File: src/design/rtb_pkg.sv
// ---------------------------------------------------------------------------
// rtb_pkg: shared types and constants for the region threshold binarizer
// Configuration register indexes, decision mode codes, output levels and the
// configuration bundle passed from the register file to the datapath.
// ---------------------------------------------------------------------------
`timescale 1ns / 1ps
`default_nettype none

package rtb_pkg;

    // field widths fixed by the interface
    localparam int unsigned LEVEL_W = 12;
    localparam int unsigned COORD_W = 12;
    localparam int unsigned PIX_W   = 8;
    localparam int unsigned MODE_W  = 3;
    localparam int unsigned INDEX_W = 3;

    // configuration register indexes
    localparam logic [INDEX_W-1:0] CFG_MODE       = 3'd0;
    localparam logic [INDEX_W-1:0] CFG_INVERT     = 3'd1;
    localparam logic [INDEX_W-1:0] CFG_LOW_LEVEL  = 3'd2;
    localparam logic [INDEX_W-1:0] CFG_HIGH_LEVEL = 3'd3;
    localparam logic [INDEX_W-1:0] CFG_ROI_LEFT   = 3'd4;
    localparam logic [INDEX_W-1:0] CFG_ROI_RIGHT  = 3'd5;
    localparam logic [INDEX_W-1:0] CFG_ROI_TOP    = 3'd6;
    localparam logic [INDEX_W-1:0] CFG_ROI_BOTTOM = 3'd7;

    // decision modes
    localparam logic [MODE_W-1:0] MODE_BELOW      = 3'd0;
    localparam logic [MODE_W-1:0] MODE_ABOVE      = 3'd1;
    localparam logic [MODE_W-1:0] MODE_OUTSIDE    = 3'd2;
    localparam logic [MODE_W-1:0] MODE_PROF_BELOW = 3'd3;
    localparam logic [MODE_W-1:0] MODE_PROF_ABOVE = 3'd4;
    localparam logic [MODE_W-1:0] MODE_PROF_OUT   = 3'd5;

    // input commands
    localparam logic CMD_CLASSIFY = 1'b0;
    localparam logic CMD_LOAD     = 1'b1;

    // output levels
    localparam logic [PIX_W-1:0] LEVEL_TARGET     = 8'd255;
    localparam logic [PIX_W-1:0] LEVEL_BACKGROUND = 8'd0;

    // register reset values
    localparam logic [LEVEL_W-1:0] LEVEL_MAX = 12'd4095;
    localparam logic [COORD_W-1:0] COORD_MAX = 12'd4095;

    // configuration bundle
    typedef struct packed {
        logic [MODE_W-1:0]  mode;
        logic               invert;
        logic [LEVEL_W-1:0] low_level;
        logic [LEVEL_W-1:0] high_level;
        logic [COORD_W-1:0] roi_left;
        logic [COORD_W-1:0] roi_right;
        logic [COORD_W-1:0] roi_top;
        logic [COORD_W-1:0] roi_bottom;
    } cfg_t;

endpackage

`default_nettype wire

File: src/design/rtb_classify.sv
// ---------------------------------------------------------------------------
// rtb_classify: region test and threshold decision
// Tests the region, compares the scaled pixel against the fixed or profile
// relative levels and picks the target or background level.
// ---------------------------------------------------------------------------
`timescale 1ns / 1ps
`default_nettype none

module rtb_classify #(
    parameter int unsigned FRAC_BITS = 4
) (
    input  wire rtb_pkg::cfg_t                 cfg,
    input  wire logic [rtb_pkg::COORD_W-1:0]   column,
    input  wire logic [rtb_pkg::COORD_W-1:0]   row,
    input  wire logic [rtb_pkg::PIX_W-1:0]     pixel,
    input  wire logic [rtb_pkg::LEVEL_W-1:0]   profile,
    output logic      [rtb_pkg::PIX_W-1:0]     out_pixel
);

    localparam int unsigned SCALED_W = rtb_pkg::PIX_W + FRAC_BITS;
    localparam int unsigned BASE_W   = (SCALED_W > rtb_pkg::LEVEL_W) ? SCALED_W
                                                                     : rtb_pkg::LEVEL_W;
    localparam int unsigned CMP_W    = BASE_W + 1;

    logic [CMP_W-1:0] p_ext;
    logic [CMP_W-1:0] lo_ext;
    logic [CMP_W-1:0] hi_ext;
    logic [CMP_W-1:0] prof_ext;
    logic [CMP_W-1:0] p_plus_lo;
    logic [CMP_W-1:0] prof_plus_hi;
    logic             in_roi;
    logic             below_fixed;
    logic             above_fixed;
    logic             below_prof;
    logic             above_prof;
    logic             hit;

    // scaled pixel and levels
    assign p_ext        = CMP_W'(pixel) << FRAC_BITS;
    assign lo_ext       = CMP_W'(cfg.low_level);
    assign hi_ext       = CMP_W'(cfg.high_level);
    assign prof_ext     = CMP_W'(profile);
    assign p_plus_lo    = p_ext + lo_ext;
    assign prof_plus_hi = prof_ext + hi_ext;

    // inclusive region test
    assign in_roi = (column >= cfg.roi_left) && (column <= cfg.roi_right) &&
                    (row >= cfg.roi_top) && (row <= cfg.roi_bottom);

    // compares; p < prof - lo is tested as p + lo < prof, no sign needed
    assign below_fixed = p_ext < lo_ext;
    assign above_fixed = p_ext > hi_ext;
    assign below_prof  = p_plus_lo < prof_ext;
    assign above_prof  = p_ext > prof_plus_hi;

    // mode select, unused modes never hit
    always_comb
    begin
        case (cfg.mode)
            rtb_pkg::MODE_BELOW:      hit = below_fixed;
            rtb_pkg::MODE_ABOVE:      hit = above_fixed;
            rtb_pkg::MODE_OUTSIDE:    hit = below_fixed || above_fixed;
            rtb_pkg::MODE_PROF_BELOW: hit = below_prof;
            rtb_pkg::MODE_PROF_ABOVE: hit = above_prof;
            rtb_pkg::MODE_PROF_OUT:   hit = below_prof || above_prof;
            default:                  hit = 1'b0;
        endcase
    end

    // target or background, swapped by invert
    always_comb
    begin
        if ((in_roi && hit) != cfg.invert)
        begin
            out_pixel = rtb_pkg::LEVEL_TARGET;
        end
        else
        begin
            out_pixel = rtb_pkg::LEVEL_BACKGROUND;
        end
    end

endmodule

`default_nettype wire

File: config.mk
export PLATFORM = sky130hd
export DESIGN_NAME = rtb_classify
export DESIGN_NICKNAME = d
export VERILOG_FILES = /design/src/design/rtb_pkg.sv /design/src/design/rtb_classify.sv
export SDC_FILE = /design/constraint.sdc
export NUM_CORES = 1
export LEC_CHECK = 0
export ABC_AREA = 1
export BUFFER_PORTS_ARGS = -buffer_cell sky130_fd_sc_hd__buf_4
export CAP_MARGIN = 25
export CORE_ASPECT_RATIO = 1.5
export CORE_MARGIN = 2
export CORE_UTILIZATION = 52
export DETAILED_ROUTE_END_ITERATION = 12
export PLACE_DENSITY_LB_ADDON = 0.25
export SYNTH_ARGS = -nofsm -noshare
export SYNTH_HDL_FRONTEND = slang
export SYNTH_SLANG_ARGS = --single-unit
export TNS_END_PERCENT = 1
File: constraint.sdc
create_clock -name vclk -period 3.5
set_input_delay 0.35 -clock vclk [all_inputs]
set_output_delay 0.35 -clock vclk [all_outputs]
set_load 0.05 [all_outputs]
==> reports/results.txt <==
outcome: finished clean
setup ws final: 0.166 ns
cell with the most instances after synthesis: nand2_1
Top delay family on crit path: simple AND/OR/NAND/NOR gates
critical path class: primary input to output port
Mean Syn Cell Area: 6.16 um^2
Area contributors post-synth: ha_1 40%, nand2_1 15%, inv_1 14%
slowest CP cell: fa_2
grt ovf: 0
dpl cells: 722
Max Cap Viol: 0
First-pass DRT Iterations: 4
crit path cell chain: buf_4, ha_2, fa_2, nand2_2, nand2_1, nand3_1, nand2_2, nand3_1, nand2_1, xor2_1, ha_1, nand2_1, nor2_2, o21ai_1, nor2_1, nand2_1, nand4_1, nand3_2, nand2_2, nand2_2, nand2_8, buf_8
Residual DRC: 0
CP Launch Type: primary input
Nets: 876
cells after synthesis: 527
gr usage total: 0.241
Syn Nets: 752
antenna violations before repair: 0
Hold Crit Class: primary input to output port
die area: 6910 um^2
seq_cells: 0
Die Span Y: 101 um
Crit path required time: 3.15 ns
WP data arrival: 2.98 ns
critical path startpoint: cfg[48]
area delta synth->final: 34.5%
post-route insts no fill: 723
minimum clock period: 3.33 ns
Synth top area share: 0.397
Yosys top cell by area: ha_1
Tightest Pin Transition: 0.322 ns
drt initial violations: 70
Final GP Congestion: 0.907
Filler cells: 525
Leak Pwr: 2.76 nW
Tcrit/Tclk final: 0.952
Vias/cell: 5.03
Final Setup Violations: 0
Max Freq: 300 MHz
share of layout cells above drive strength 1: 0.236
first-pass GRT wire length: 13.6 mm
Pins Over Slew Limit: 0
Peak supply drop: 0.0783 mV
WL final: 8.15 mm
vias in the first global route: 3,536
Hold Startpoint: cfg[72]
CP Max Fanout: 8
clock buffers: 0
antenna viol nets, final: 0
final count of hold timing violations: 0
Slew HR: 0.782
port bufs: 128
IO Pins: 128
Post-Syn Area: 3250 um^2
dpl ws: 0.0790 ns
CORE AREA: 6090 um^2
Yosys Warn Count: 0
sequential cell area: 0 um^2
Die Span X: 68.5 um
largest net degree at the start of global routing: 9
dpl hpwl: 7.45 mm
number of distinct library cells after synthesis: 32
Seq/Total Area, Yosys: 0
num rows: 35
P per Cell Area: 143 nW/um^2
starting density of the core: 0.534
Worst setup EP type: output port
via count: 3,637
Inserted Diodes: 0
top cells by count, synth: 126 x nand2_1, 120 x inv_1, 103 x ha_1, 41 x nor2_1, 35 x a21oi_1
wire length per cell: 11.3 um
crit-path max cell delay: 0.37 ns
Buf/Inv on CP: 2
## where the power goes
group	switching, mW	total, mW	internal (mW)
Combinational	0.330	0.625	0.295
Clock	0	0	0
Sequential	0	0	0
## metal layers
layer	track usage	vias up	part of all wire
met5	0	-	0
li1	-	1921	-
met1	0.267	1599	0.37
met4	0.0600	0	0.030
met2	0.473	94	0.55
met3	0.0101	23	0.049
## cell usage in the layout (no fill, tap or decap), drive strengths merged
cell type	instances
nand3b	2
nor3	5
xnor2	3
a31oi	1
ha	103
nand3	21
and2	2
a21o	8
o21a	3
o2111ai	1
and3	2
a21oi	39
o21ai	9
nor2	42
nor4	1
nand4	8
fa	2
inv	125
xor2	10
o311ai	1
nand2	127
buf	129
nor3b	1
o21bai	4
## worst paths after layout
check                     endpoint  slack (ns)  depth (start not counted)
worst max-delay path  out_pixel[4]        0.17                         22
worst min-delay path  out_pixel[0]        1.18                          4
## timing repair
item / 4_1_cts / 5_1_grt
gates resized for setup: 0 / 28
hold buffers: 0 / 0
setup buffers: 0 / 1
setup endpoints to repair: 0 / 8
## cells by family after synthesis
logic type,count (synthesis),share of synthesized area
simple gates,211,0.274
fa+ha+maj,105,0.409
compound gates,66,0.122
buf+inv,132,0.161
xor+xnor,13,0.0351
## worst min-delay path, cell delays in order
cell     delay, ns
buf_4         0.09
nand2_2       0.08
nand2_8       0.14
buf_8         0.16
## through the flow
stage	utilization	instance area, um^2	total power, mW	setup TNS [ns]	hold WS (ns)
4_1_cts	0.698	4250	0.603	0	1.18
3_3_place_gp	0.698	4250	0.578	0	1.17
2_1_floorplan	-	3250	0.393	0	0.969
6_report	0.718	4370	0.625	0	1.18
3_5_place_dp	0.698	4250	0.600	0	1.18
5_1_grt	0.718	4370	0.727	-0.548	1.19
## layout make-up
class	instances	area, um^2	share of cell area
multi-input combinational	395	2780	0.636
timing repair buffer	129	1030	0.235
tap	74	92.6	0.0212
inverter	125	469	0.107
Note: power is estimated with default switching activity, not from simulation.
