===== config.mk =====
export PLATFORM = sky130hd
export DESIGN_NAME = rtb_cfg_regs
export DESIGN_NICKNAME = d
export VERILOG_FILES = /design/src/design/rtb_pkg.sv /design/src/design/rtb_cfg_regs.sv
export SDC_FILE = /design/constraint.sdc
export NUM_CORES = 1
export LEC_CHECK = 0
export BUFFER_PORTS_ARGS = -buffer_cell sky130_fd_sc_hd__buf_2
export CORE_MARGIN = 1.5
export CORE_UTILIZATION = 45
export CTS_BUF_LIST = sky130_fd_sc_hd__clkbuf_16
export CTS_CLUSTER_DIAMETER = 150
export DETAILED_ROUTE_END_ITERATION = 12
export PLACE_DENSITY = 0.72
export SLEW_MARGIN = 30
export SYNTH_ARGS = -nofsm -noshare
export SYNTH_HDL_FRONTEND = slang
export SYNTH_SLANG_ARGS = --single-unit
export TNS_END_PERCENT = 100

===== constraint.sdc =====
create_clock -name clk -period 1.9 [get_ports clk]
set_input_delay 0.19 -clock clk [delete_from_list [all_inputs] [get_ports clk]]
set_output_delay 0.19 -clock clk [all_outputs]
set_load 0.03 [all_outputs]

===== src/design/rtb_pkg.sv =====
// ---------------------------------------------------------------------------
// rtb_pkg: shared types and constants for the region threshold binarizer
// Configuration register indexes, decision mode codes, output levels and the
// configuration bundle passed from the register file to the datapath.
// ---------------------------------------------------------------------------
`timescale 1ns / 1ps
`default_nettype none

package rtb_pkg;

    // field widths fixed by the interface
    localparam int unsigned LEVEL_W = 12;
    localparam int unsigned COORD_W = 12;
    localparam int unsigned PIX_W   = 8;
    localparam int unsigned MODE_W  = 3;
    localparam int unsigned INDEX_W = 3;

    // configuration register indexes
    localparam logic [INDEX_W-1:0] CFG_MODE       = 3'd0;
    localparam logic [INDEX_W-1:0] CFG_INVERT     = 3'd1;
    localparam logic [INDEX_W-1:0] CFG_LOW_LEVEL  = 3'd2;
    localparam logic [INDEX_W-1:0] CFG_HIGH_LEVEL = 3'd3;
    localparam logic [INDEX_W-1:0] CFG_ROI_LEFT   = 3'd4;
    localparam logic [INDEX_W-1:0] CFG_ROI_RIGHT  = 3'd5;
    localparam logic [INDEX_W-1:0] CFG_ROI_TOP    = 3'd6;
    localparam logic [INDEX_W-1:0] CFG_ROI_BOTTOM = 3'd7;

    // decision modes
    localparam logic [MODE_W-1:0] MODE_BELOW      = 3'd0;
    localparam logic [MODE_W-1:0] MODE_ABOVE      = 3'd1;
    localparam logic [MODE_W-1:0] MODE_OUTSIDE    = 3'd2;
    localparam logic [MODE_W-1:0] MODE_PROF_BELOW = 3'd3;
    localparam logic [MODE_W-1:0] MODE_PROF_ABOVE = 3'd4;
    localparam logic [MODE_W-1:0] MODE_PROF_OUT   = 3'd5;

    // input commands
    localparam logic CMD_CLASSIFY = 1'b0;
    localparam logic CMD_LOAD     = 1'b1;

    // output levels
    localparam logic [PIX_W-1:0] LEVEL_TARGET     = 8'd255;
    localparam logic [PIX_W-1:0] LEVEL_BACKGROUND = 8'd0;

    // register reset values
    localparam logic [LEVEL_W-1:0] LEVEL_MAX = 12'd4095;
    localparam logic [COORD_W-1:0] COORD_MAX = 12'd4095;

    // configuration bundle
    typedef struct packed {
        logic [MODE_W-1:0]  mode;
        logic               invert;
        logic [LEVEL_W-1:0] low_level;
        logic [LEVEL_W-1:0] high_level;
        logic [COORD_W-1:0] roi_left;
        logic [COORD_W-1:0] roi_right;
        logic [COORD_W-1:0] roi_top;
        logic [COORD_W-1:0] roi_bottom;
    } cfg_t;

endpackage

`default_nettype wire


===== src/design/rtb_cfg_regs.sv =====
// ---------------------------------------------------------------------------
// rtb_cfg_regs: configuration register file
// Decodes the write port into the mode, invert, level and region registers.
// ---------------------------------------------------------------------------
`timescale 1ns / 1ps
`default_nettype none

module rtb_cfg_regs (
    input  wire logic                          clk,
    input  wire logic                          rst_n,
    input  wire logic                          cfg_we,
    input  wire logic [rtb_pkg::INDEX_W-1:0]   cfg_index,
    input  wire logic [rtb_pkg::LEVEL_W-1:0]   cfg_data,
    output rtb_pkg::cfg_t                      cfg
);

    rtb_pkg::cfg_t cfg_reg;
    rtb_pkg::cfg_t cfg_next;

    // write decode
    always_comb
    begin
        cfg_next = cfg_reg;
        if (cfg_we)
        begin
            unique case (cfg_index)
                rtb_pkg::CFG_MODE:       cfg_next.mode       = cfg_data[rtb_pkg::MODE_W-1:0];
                rtb_pkg::CFG_INVERT:     cfg_next.invert     = cfg_data[0];
                rtb_pkg::CFG_LOW_LEVEL:  cfg_next.low_level  = cfg_data;
                rtb_pkg::CFG_HIGH_LEVEL: cfg_next.high_level = cfg_data;
                rtb_pkg::CFG_ROI_LEFT:   cfg_next.roi_left   = cfg_data;
                rtb_pkg::CFG_ROI_RIGHT:  cfg_next.roi_right  = cfg_data;
                rtb_pkg::CFG_ROI_TOP:    cfg_next.roi_top    = cfg_data;
                rtb_pkg::CFG_ROI_BOTTOM: cfg_next.roi_bottom = cfg_data;
                default:                 cfg_next = cfg_reg;
            endcase
        end
    end

    // registers, full frame after reset
    always_ff @(posedge clk or negedge rst_n)
    begin
        if (!rst_n)
        begin
            cfg_reg.mode       <= rtb_pkg::MODE_BELOW;
            cfg_reg.invert     <= 1'b0;
            cfg_reg.low_level  <= '0;
            cfg_reg.high_level <= rtb_pkg::LEVEL_MAX;
            cfg_reg.roi_left   <= '0;
            cfg_reg.roi_right  <= rtb_pkg::COORD_MAX;
            cfg_reg.roi_top    <= '0;
            cfg_reg.roi_bottom <= rtb_pkg::COORD_MAX;
        end
        else
        begin
            cfg_reg <= cfg_next;
        end
    end

    assign cfg = cfg_reg;

endmodule

`default_nettype wire


==> results of run 1 <==
==> cells by family (layout without fill, tap and decap cells) <==
logic type | count (synthesis) | in the layout | synth area share [%]
flip-flops | 76 | 76 | 64.8
buffers and inverters | 6 | 118 | 1.42
multiplexers | 76 | 76 | 31.0
AND/OR/NAND/NOR | 8 | 8 | 2.75
==> cell type report <==
type	count	area [sq um]
Timing Repair Buffer	102	548
Fill cell	503	2460
Sequential cell	76	1950
Multi-Input combinational cell	84	1010
Clock inverter	7	92.6
Tap cell	77	96.3
Clock buffer	9	225
==> per-layer routing <==
layer	track usage, %	vias up
met5	0	-
met1	24.5	904
met4	4.84	0
met3	7.57	7
met2	27.2	75
li1	-	820
==> power groups by stage <==
stage	combinational [mW]	sequential, mW	clock (mW)
floorplan	0.397	3.04	0
global placement	1.63	2.29	0
detailed placement	1.66	2.30	0
CTS	1.66	2.28	1.83
global route	1.73	2.33	1.90
finish	1.64	2.28	1.78
==> final timing paths <==
| check | startpoint | to | slack (ns) | cells past startpoint |
|---|---|---|---|---|
| hold / removal | cfg_data[5] | cfg[41] | 0.17 | 2 |
| setup reg to reg | cfg[67] | cfg[67] | 1.11 | 1 |
| setup / recovery | cfg[32] | cfg[32] | 0.66 | 1 |
| max in group asynchronous | rst_n | cfg[59] | 1.10 | 3 |
| min in group asynchronous | rst_n | cfg[15] | 0.45 | 3 |
| hold reg to reg | cfg[15] | cfg[15] | 0.50 | 1 |
==> layout by cell type (no fill, tap or decap), types with 2 or more instances in the layout <==
master | netlist | routed
mux2_4 | 20 | 20
clkbuf_16 | 0 | 9
dfstp_2 | 36 | 36
buf_4 | 0 | 7
mux2_2 | 56 | 56
clkinvlp_4 | 0 | 2
buf_2 | 4 | 93
dfrtp_1 | 40 | 40
bufinv_16 | 0 | 2
nand4b_1 | 3 | 3
==> per-stage QoR <==
step                      std cells  total power, mW  cell area, sq um  hold WS, ns  setup WS (ns)
after global placement          338             3.92              3590        0.254          0.426
after global routing            355             5.96              3920        0.172          0.624
after detailed placement        338             3.96              3590        0.264          0.422
final                           355             5.71              3920        0.166          0.656
after floorplan                 166             3.44              3000       -0.106          0.797
after CTS                       355             5.77              3920        0.160          0.643
==> Yosys cell counts (all sizes together) <==
cell type / count
mux2: 76
dfrtp: 40
dfstp: 36
buf: 6
nand4b: 3
and4bb: 2
nand4: 1
nor4b: 1
nor4bb: 1
==> results.yml, run 1 <==
yosys:
  synthTopCellsByArea: "dfrtp_1 33%, dfstp_2 32%, mux2_2 21%, mux2_4 10%, nand4b_1 0.87%"
  ys_seq_elements: 76
  yosysWarnings: 0
  synth.cell_area_sq_mm: 0.00300
  avgSynthCellArea_sq_um: 18.1
  synthCells: 166
  synth_top_area_share_pct: 33.3
  syn_nets: 184
  synthDistinctLibCells: 12
  ys_seq_area_share_pct: 64.8
  synth_top_area_cell: "dfrtp_1"
cts:
  cts_num_sinks: 76
  insertion_delay_ns: 0.32
  clkTransAtPathRegs_ns: 0.06
  cts_hold_buf: 1
  cts_tree: "built"
  htreeDepth: 3
  cts_root_buf: "clkbuf_16"
  cts_buffers: 9
  post_cts_buffers: 0
  clockBufferDepth: 2
  cts_resized: 0
sta:
  fin_worst_skew_ns: 0
  fin_crit_sh_pct: 65.5
  maxSlewHeadroom_pct: 67.1
  hold_violations: 0
  layout_min_cycle_time_ns: 1.24
  rsz0062_at_grt: "no"
  tightest_slew_ns: 0.493
  fmax_mhz: 804
  drv_slew: 0
  setup_tns_ns: 0
  setup-violations-final: 0
setup_path:
  cp_num_buf_inv: 1
  critPathTopFamily: "flip-flops"
  cp-end-kind: "output pin"
  cp.arrival_ns: 1.05
  crit_type: "register to output pin"
  cp.required_ns: 1.71
  path_max_fanout: 2
  crit_path_start_kind: "register"
  crit_chain: "buf_2"
  slowest_stage: "dfstp_2"
  cpPeakStageDelay_ns: 0.54
route:
  antenna_left: 0
  via_per_inst: 5.09
  drc: 0
  wl_met1_um: 2890
  routed.top_layer: "met4"
  dr_wl_met2_um: 2730
  wl_met3_um: 495
  vias: 1806
  wirelength_um: 6170
  wl_per_cell_um: 17.4
  drt_iter0_markers: 37
  dr.pass1.iters: 4
power:
  power_frac_comb_pct: 28.8
  p_sw_mw: 1.88
  power.density_mw_per_mm2: 1450
  ir_drop_mv: 0.833
  p_leak_nw: 1.84
  pwr-share-seq_pct: 40.0
  p_clk_share_pct: 31.2
  internal_power_mw: 3.83
  switching_share_pct: 32.9
min_path:
  hp-class: "input port to register"
global_route:
  track_usage_pct: 18.1
  grt-ovfl-total: 0
  antenna_found_initial: 0
  grt_pass1_vias: 1839
  grt_max_degree: 77
  grt_pass1_wl_um: 9780
layout:
  syn2layout_area_growth_pct: 30.6
  nNetsFinal: 291
  largest_reg_flops: 76
  final_util_pct: 61.4
  drive_gt1_share_pct: 82.7
  insertedDiodeCount: 0
floorplan:
  rows: 29
  die_y_um: 84.7
  die_area_sq_mm: 0.00717
  coreArea_sq_mm: 0.00639
  die_w_um: 84.7
  start_util_pct: 47.0
  num_io_pins: 94
placed_design:
  dp_hpwl_um: 4140
  port_buffers: 93
  gp_congestion: 0.665
flow_run:
  drv_cap: 0
status:
  status: "finished, final reports clean"
No activity file was read; power rests on OpenSTA's default activity.
==> run 2: changes to the inputs <==
==> constraint.sdc (replaced) <==
create_clock -name clk -period 1.2 [get_ports clk]
set_input_delay 0.12 -clock clk [delete_from_list [all_inputs] [get_ports clk]]
set_output_delay 0.12 -clock clk [all_outputs]
set_load 0.03 [all_outputs]
==> run 2 against run 1 <==
Effect of this change:
- sequential share of layout area shrank 0.58 points
- first-iteration DRC count increased by 35%
- final cell count increased by 0.56%
- clock skew unchanged
- global-route usage grew 0.30 points
- clock-buffer cell count stayed put
- highest routed layer unchanged
- final area increased by 1.2%
- critical endpoint is now cfg[56]
- wire length increased by 1.2%
- flip-flop and latch count stayed put
- clock power rose by 44%
==> results.yml, run 2 (synthesis results as in run 1) <==
setup_path:
  cp_num_buf_inv: 1
  slowest_stage: "dfstp_2"
  path_max_fanout: 2
  path_depth: 1
  cp-end-kind: "output pin"
  worstRegToRegCells: 1
  crit_type: "register to output pin"
  critPathTopFamily: "flip-flops"
  crit_path_start_kind: "register"
  cpPeakStageDelay_ns: 0.53
  cp.arrival_ns: 1.05
  crit_chain: "buf_2"
  cp.required_ns: 1.08
global_route:
  grt-ovfl-total: 0
  track_usage_pct: 18.4
  grt_pass1_vias: 1806
  grt_pass1_wl_um: 9860
  antenna_found_initial: 0
  grt_max_degree: 77
cts:
  insertion_delay_ns: 0.32
  cts_buffers: 9
  cts_root_buf: "clkbuf_16"
  cts_num_sinks: 76
  post_cts_buffers: 0
  cts_tree: "built"
  htreeDepth: 3
  clockBufferDepth: 2
  clkTransAtPathRegs_ns: 0.06
power:
  p_leak_nw: 1.87
  ir_drop_mv: 1.32
  power.density_mw_per_mm2: 2220
  power_mw: 8.80
layout:
  final_cell_mix: "88 x buf_2, 56 x mux2_2, 40 x dfrtp_1"
  final_util_pct: 62.1
  insertedDiodeCount: 0
  final_cells: 357
  largest_reg_flops: 76
  syn2layout_area_growth_pct: 32.2
  drive_gt1_share_pct: 82.5
  nNetsFinal: 293
  mostFrequentLayoutCell: "buf_2"
sta:
  fin_worst_skew_ns: 0
  drv_slew: 0
  layout_min_cycle_time_ns: 1.17
  hold_violations: 0
  maxSlewHeadroom_pct: 71.5
  timing.hold.ws_ns: 0.0980
  fin_crit_sh_pct: 97.1
  setup-violations-final: 0
  fmax_mhz: 858
  tightest_slew_ns: 0.427
placed_design:
  port_buffers: 93
  gp_congestion: 0.665
  dp_cells: 340
  dp_hpwl_um: 4070
route:
  vias: 1823
  wl_per_cell_um: 17.5
  antenna_left: 0
  via_per_inst: 5.11
  wirelength_um: 6240
  dr.pass1.iters: 4
  drc: 0
  drt_iter0_markers: 50
floorplan:
  rows: 29
  die_y_um: 84.7
  die_w_um: 84.7
  die_area_sq_mm: 0.00717
  coreArea_sq_mm: 0.00639
  start_util_pct: 47.0
  num_io_pins: 94
flow_run:
  drv_cap: 0
status:
  status: "finished, final reports clean"
min_path:
  hp-class: "input port to register"
  min_path_cells: 2
## run 2: cell types whose count changed in the layout (fill, tap and decap cells not counted), sizes merged
cell / change
clkinv: +2
bufinv: -1
clkbuf: +5
clkinvlp: -2
inv: +1
buf: -3
## run 2: final timing paths
kind                            slack, ns       to         from
worst min-delay path                  0.1  cfg[65]  cfg_data[5]
worst max register to register       0.42  cfg[70]      cfg[70]
worst min register to register       0.50  cfg[15]      cfg[15]
max in group asynchronous            0.49  cfg[26]        rst_n
min in group asynchronous            0.37  cfg[15]        rst_n
worst max-delay path                 0.03  cfg[56]      cfg[56]
## run 2: power breakdown
part	internal, mW	switching [mW]	leakage, nW
clock network	1.58	0.976	0.152
registers	3.32	0.295	0.858
logic	0.960	1.66	0.862
total	5.87	2.93	1.87
## run 2: routing by layer
layer  GRT usage (%)  routed length [um]  vias to the layer above
met3            8.06                 473                        8
met1            26.3                3000                      920
met2            25.0                2710                       74
li1                -                   -                      821
met4            6.60                  60                        0
met5               0                   0                        -
## run 2: metrics by stage
stage / TNS [ns] / instance area, sq um / setup WS (ns)
floorplan: 0 / 3000 / 0.167
global placement: -0.0236 / 3660 / -0.00665
detailed placement: -0.229 / 3660 / -0.0484
CTS: 0 / 3960 / 0.00675
global route: -0.00384 / 3970 / -0.00384
finish: 0 / 3970 / 0.0345
## run 2: area by class of cell
cell class / count / area [sq um]
Sequential cell: 76 / 1950
Multi-Input combinational cell: 84 / 1010
Tap cell: 77 / 96.3
Clock inverter: 7 / 61.3
Clock buffer: 9 / 225
Fill cell: 494 / 2420
Timing Repair Buffer: 104 / 626
## run 2: what timing repair did
action | CTS | global route
endpoints found under the hold margin | 40 | 0
hold buffers | 1 | 0
resized for setup | 0 | 5
endpoints found under the setup margin | 0 | 5
